<file path="src/ppi_ram.sv">
// Generic single-port-write, single-port-read RAM with registered read data.
// No dependencies.
module ppi_ram #(
  parameter int unsigned Width = 32,
  parameter int unsigned Depth = 64,
  parameter int unsigned AddrW = (Depth > 1) ? $clog2(Depth) : 1
) (
  input  logic             clk_i,
  input  logic             we_i,
  input  logic [AddrW-1:0] waddr_i,
  input  logic [Width-1:0] wdata_i,
  input  logic             re_i,
  input  logic [AddrW-1:0] raddr_i,
  output logic [Width-1:0] rdata_o
);

  logic [Width-1:0] mem_q [Depth];
  logic [Width-1:0] rdata_q;

  always_ff @(posedge clk_i) begin
    if (we_i) begin
      mem_q[waddr_i] <= wdata_i;
    end
    if (re_i) begin
      rdata_q <= mem_q[raddr_i];
    end
  end

  assign rdata_o = rdata_q;

endmodule

</file>
<file path="config.mk">
export PLATFORM = sky130hd
export DESIGN_NAME = ppi_ram
export DESIGN_NICKNAME = d
export VERILOG_FILES = /design/src/ppi_ram.sv
export SDC_FILE = /design/constraint.sdc
export NUM_CORES = 2
export LEC_CHECK = 0
export BUFFER_PORTS_ARGS = -buffer_cell sky130_fd_sc_hd__buf_2
export CAP_MARGIN = 20
export CORE_MARGIN = 4
export CORE_UTILIZATION = 45
export CTS_CLUSTER_SIZE = 28
export DETAILED_ROUTE_END_ITERATION = 7
export PLACE_DENSITY_LB_ADDON = 0.08
export SYNTH_ARGS = -nofsm -noshare
export SYNTH_HDL_FRONTEND = slang
export SYNTH_SLANG_ARGS = --single-unit
</file>
<file path="constraint.sdc">
create_clock -name clk_i -period 8 [get_ports clk_i]
set_input_delay 0.8 -clock clk_i [delete_from_list [all_inputs] [get_ports clk_i]]
set_output_delay 0.8 -clock clk_i [all_outputs]
set_load 0.03 [all_outputs]
</file>
==> results.json <==
{
  "status": "finished clean",
  "min_period_ns": 3.917,
  "fin_crit_sh_pct": 48.96,
  "num_rows": 153,
  "leakage_uw": 0.02761,
  "numPortBuffers": 78,
  "hold_path.class": "in2reg",
  "rsz0062_at_grt": "no",
  "area_delta_synth_final_pct": 13.36,
  "startpoint_type": "primary input",
  "max_stage_delay_ns": 0.79,
  "cts_max_level": 4,
  "fill_cells": 13370,
  "slowest_stage": "buf_4",
  "synth_edf_count": 2080,
  "hp-start": "wdata_i[18]",
  "ys_types": 33,
  "die_area_um2": 181900,
  "clk_path_buf_depth": 3,
  "cts-root-buf": "clkbuf_16",
  "cts_tree": "done",
  "grt_max_degree": 91,
  "path_max_fanout": 53,
  "grt.overflow.total": 0,
  "crit_required_ns": 8.51,
  "routedWlPerCell_um": 36.14,
  "worstSetupPathDepth": 7,
  "total_power_uw": 22630,
  "grt_pass1_vias": 38150,
  "crit_path_end": "rdata_o[0]",
  "rr_worst_depth": 4,
  "cts.sinks": 2080,
  "path_buf_inv": 3,
  "clkTransAtPathRegs_ns": 0.06,
  "ys.flop_type": "edfxtp_1",
  "r2r-end": "rdata_o[0]",
  "gp_congestion": 0.7756,
  "synth_seq_cells": 2080,
  "drt_iter0_drc": 5030,
  "syn_area_um2": 78840,
  "cp_cell_sequence": "buf_8 -> buf_4 -> buf_4 -> mux4_2 -> mux4_2 -> o22ai_1 -> nor2_1",
  "setup_violations": 0,
  "die_x_um": 426.6,
  "drive_gt1_share_pct": 29.73,
  "cellPowerDensity_nw_per_um2": 253.2,
  "routed_wl_um": 219400,
  "drc": 0,
  "design.portCount": 79,
  "worstMarginPinSlew_ns": 1.097,
  "die_y_um": 426.6,
  "synth_cells": 3324,
  "max_freq_ghz": 0.2553,
  "layout_common_cells": "2080 x edfxtp_1, 544 x mux4_2, 209 x clkbuf_16, 126 x buf_4, 93 x mux2i_1",
  "path_delay_family": "buffers and inverters",
  "start_util_pct": 45.30,
  "peakVddDrop_uv": 224.6,
  "worstReg2RegStart": "mem_q[40][0]",
  "synth_async_sr_flop_share_pct": 0,
  "cts_inserted_buffers": 206,
  "firstDrtPassIters": 7,
  "synth_warnings": 0,
  "grt_usage_pct": 24.43,
  "core_area_um2": 174000,
  "finalClockSkew_ns": 0.02902,
  "vias": 37130,
  "final_common_cell": "edfxtp_1",
  "clock_latency_ns": 0.84,
  "final_hold_viol_count": 0,
  "critical_path_class": "in2reg",
  "slew_violations": 0,
  "grt_pass1_wl_um": 304400,
  "cts_setup_buffers": 0,
  "avgSynthCellArea_um2": 23.72,
  "cp.arrival_ns": 4.43,
  "nets": 3610,
  "hold_buffers": 0,
  "yosysSeqAreaShare_pct": 79.23,
  "crit_start": "raddr_i[1]",
  "dp_hpwl_um": 114400,
  "setup.worst_path.end_class": "flip-flop",
  "relSlewSlack_pct": 26.35,
  "antenna_left": 0,
  "syn_nets": 3371,
  "vias_per_cell": 6.116,
  "fin_tns_setup_ns": 0,
  "cts_resized": 0,
  "antenna_found_initial": 23,
  "max-cap-violations": 0,
  "ff2ff_setup_slack_ns": 5.34
}
==> synthesized netlist by cell type (12+ instances only) <==
library cell / instances / area (um^2)
buf_2: 57 / 285.3
mux4_2: 544 / 12250
nor2_1: 137 / 514.2
edfxtp_1: 2080 / 62460
mux2i_1: 93 / 930.9
buf_4: 25 / 187.7
nand2_1: 26 / 97.59
buf_1: 21 / 78.83
a21oi_1: 62 / 310.3
o221ai_1: 27 / 236.5
nor2b_1: 15 / 93.84
clkbuf_1: 74 / 277.8
o22ai_1: 84 / 525.5
a22oi_1: 12 / 90.09
==> sequential cells by signal (all words and copies together) (netlist names) <==
register,count
rdata_o,32
mem_q,2048
==> kinds of logic after synthesis <==
| logic type | after synthesis | synth area share (%) |
|---|---|---|
| multiplexers | 637 | 16.72 |
| AO/OA/AOI/OAI | 202 | 1.666 |
| buffers and inverters | 182 | 1.124 |
| AND/OR/NAND/NOR | 223 | 1.260 |
| flip-flops | 2080 | 79.23 |
==> final cells by class <==
type | count | area [um^2] | area share (%)
Sequential cell | 2080 | 62460 | 69.89
Multi-Input combinational cell | 1062 | 15970 | 17.87
Tap cell | 2325 | 2909 | 3.255
Clock buffer | 260 | 5421 | 6.067
Antenna cell | 9 | 22.52 | 0.02520
Clock inverter | 122 | 1040 | 1.163
Timing Repair Buffer | 213 | 1544 | 1.728
==> how the worst min path moves through the flow <==
stage | endpoint | slack (ns) | depth (start not counted)
global route | mem_q[53][18] | 0.48 | 1
CTS | mem_q[8][8] | 0.60 | 2
finish | mem_q[48][18] | 0.51 | 1
floorplan | rdata_o[17] | 0.75 | 4
detailed placement | rdata_o[20] | 0.83 | 4
global placement | rdata_o[20] | 0.85 | 4
==> metal layers <==
layer  GRT usage (%)  part of all wire (%)  vias up
met5               0                 0.012        -
met1           35.11                    41    20440
met4           7.132                   2.7        4
met2           38.91                    48     1599
met3           4.150                   8.0      281
li1                -                     -    14810
==> per-stage QoR <==
| stage | util [%] | setup slack [ns] | instance area (um^2) | cells | hold slack, ns |
|---|---|---|---|---|---|
| 2_1_floorplan | - | 4.040 | 78840 | 3324 | 0.7502 |
| 3_3_place_gp | 47.60 | 3.220 | 82830 | 5676 | 0.8536 |
| 3_5_place_dp | 47.62 | 3.185 | 82860 | 5679 | 0.8350 |
| 4_1_cts | 51.33 | 4.108 | 89320 | 6061 | 0.5953 |
| 5_1_grt | 51.35 | 4.000 | 89350 | 6066 | 0.4771 |
| 6_report | 51.36 | 4.083 | 89360 | 6071 | 0.5141 |
==> power by group <==
part	total, uW	internal (uW)	switching [uW]
clock network	9310	5270	4040
logic	1190	396	793
registers	12100	12100	36.2
Power figures use the tool's default switching activity.
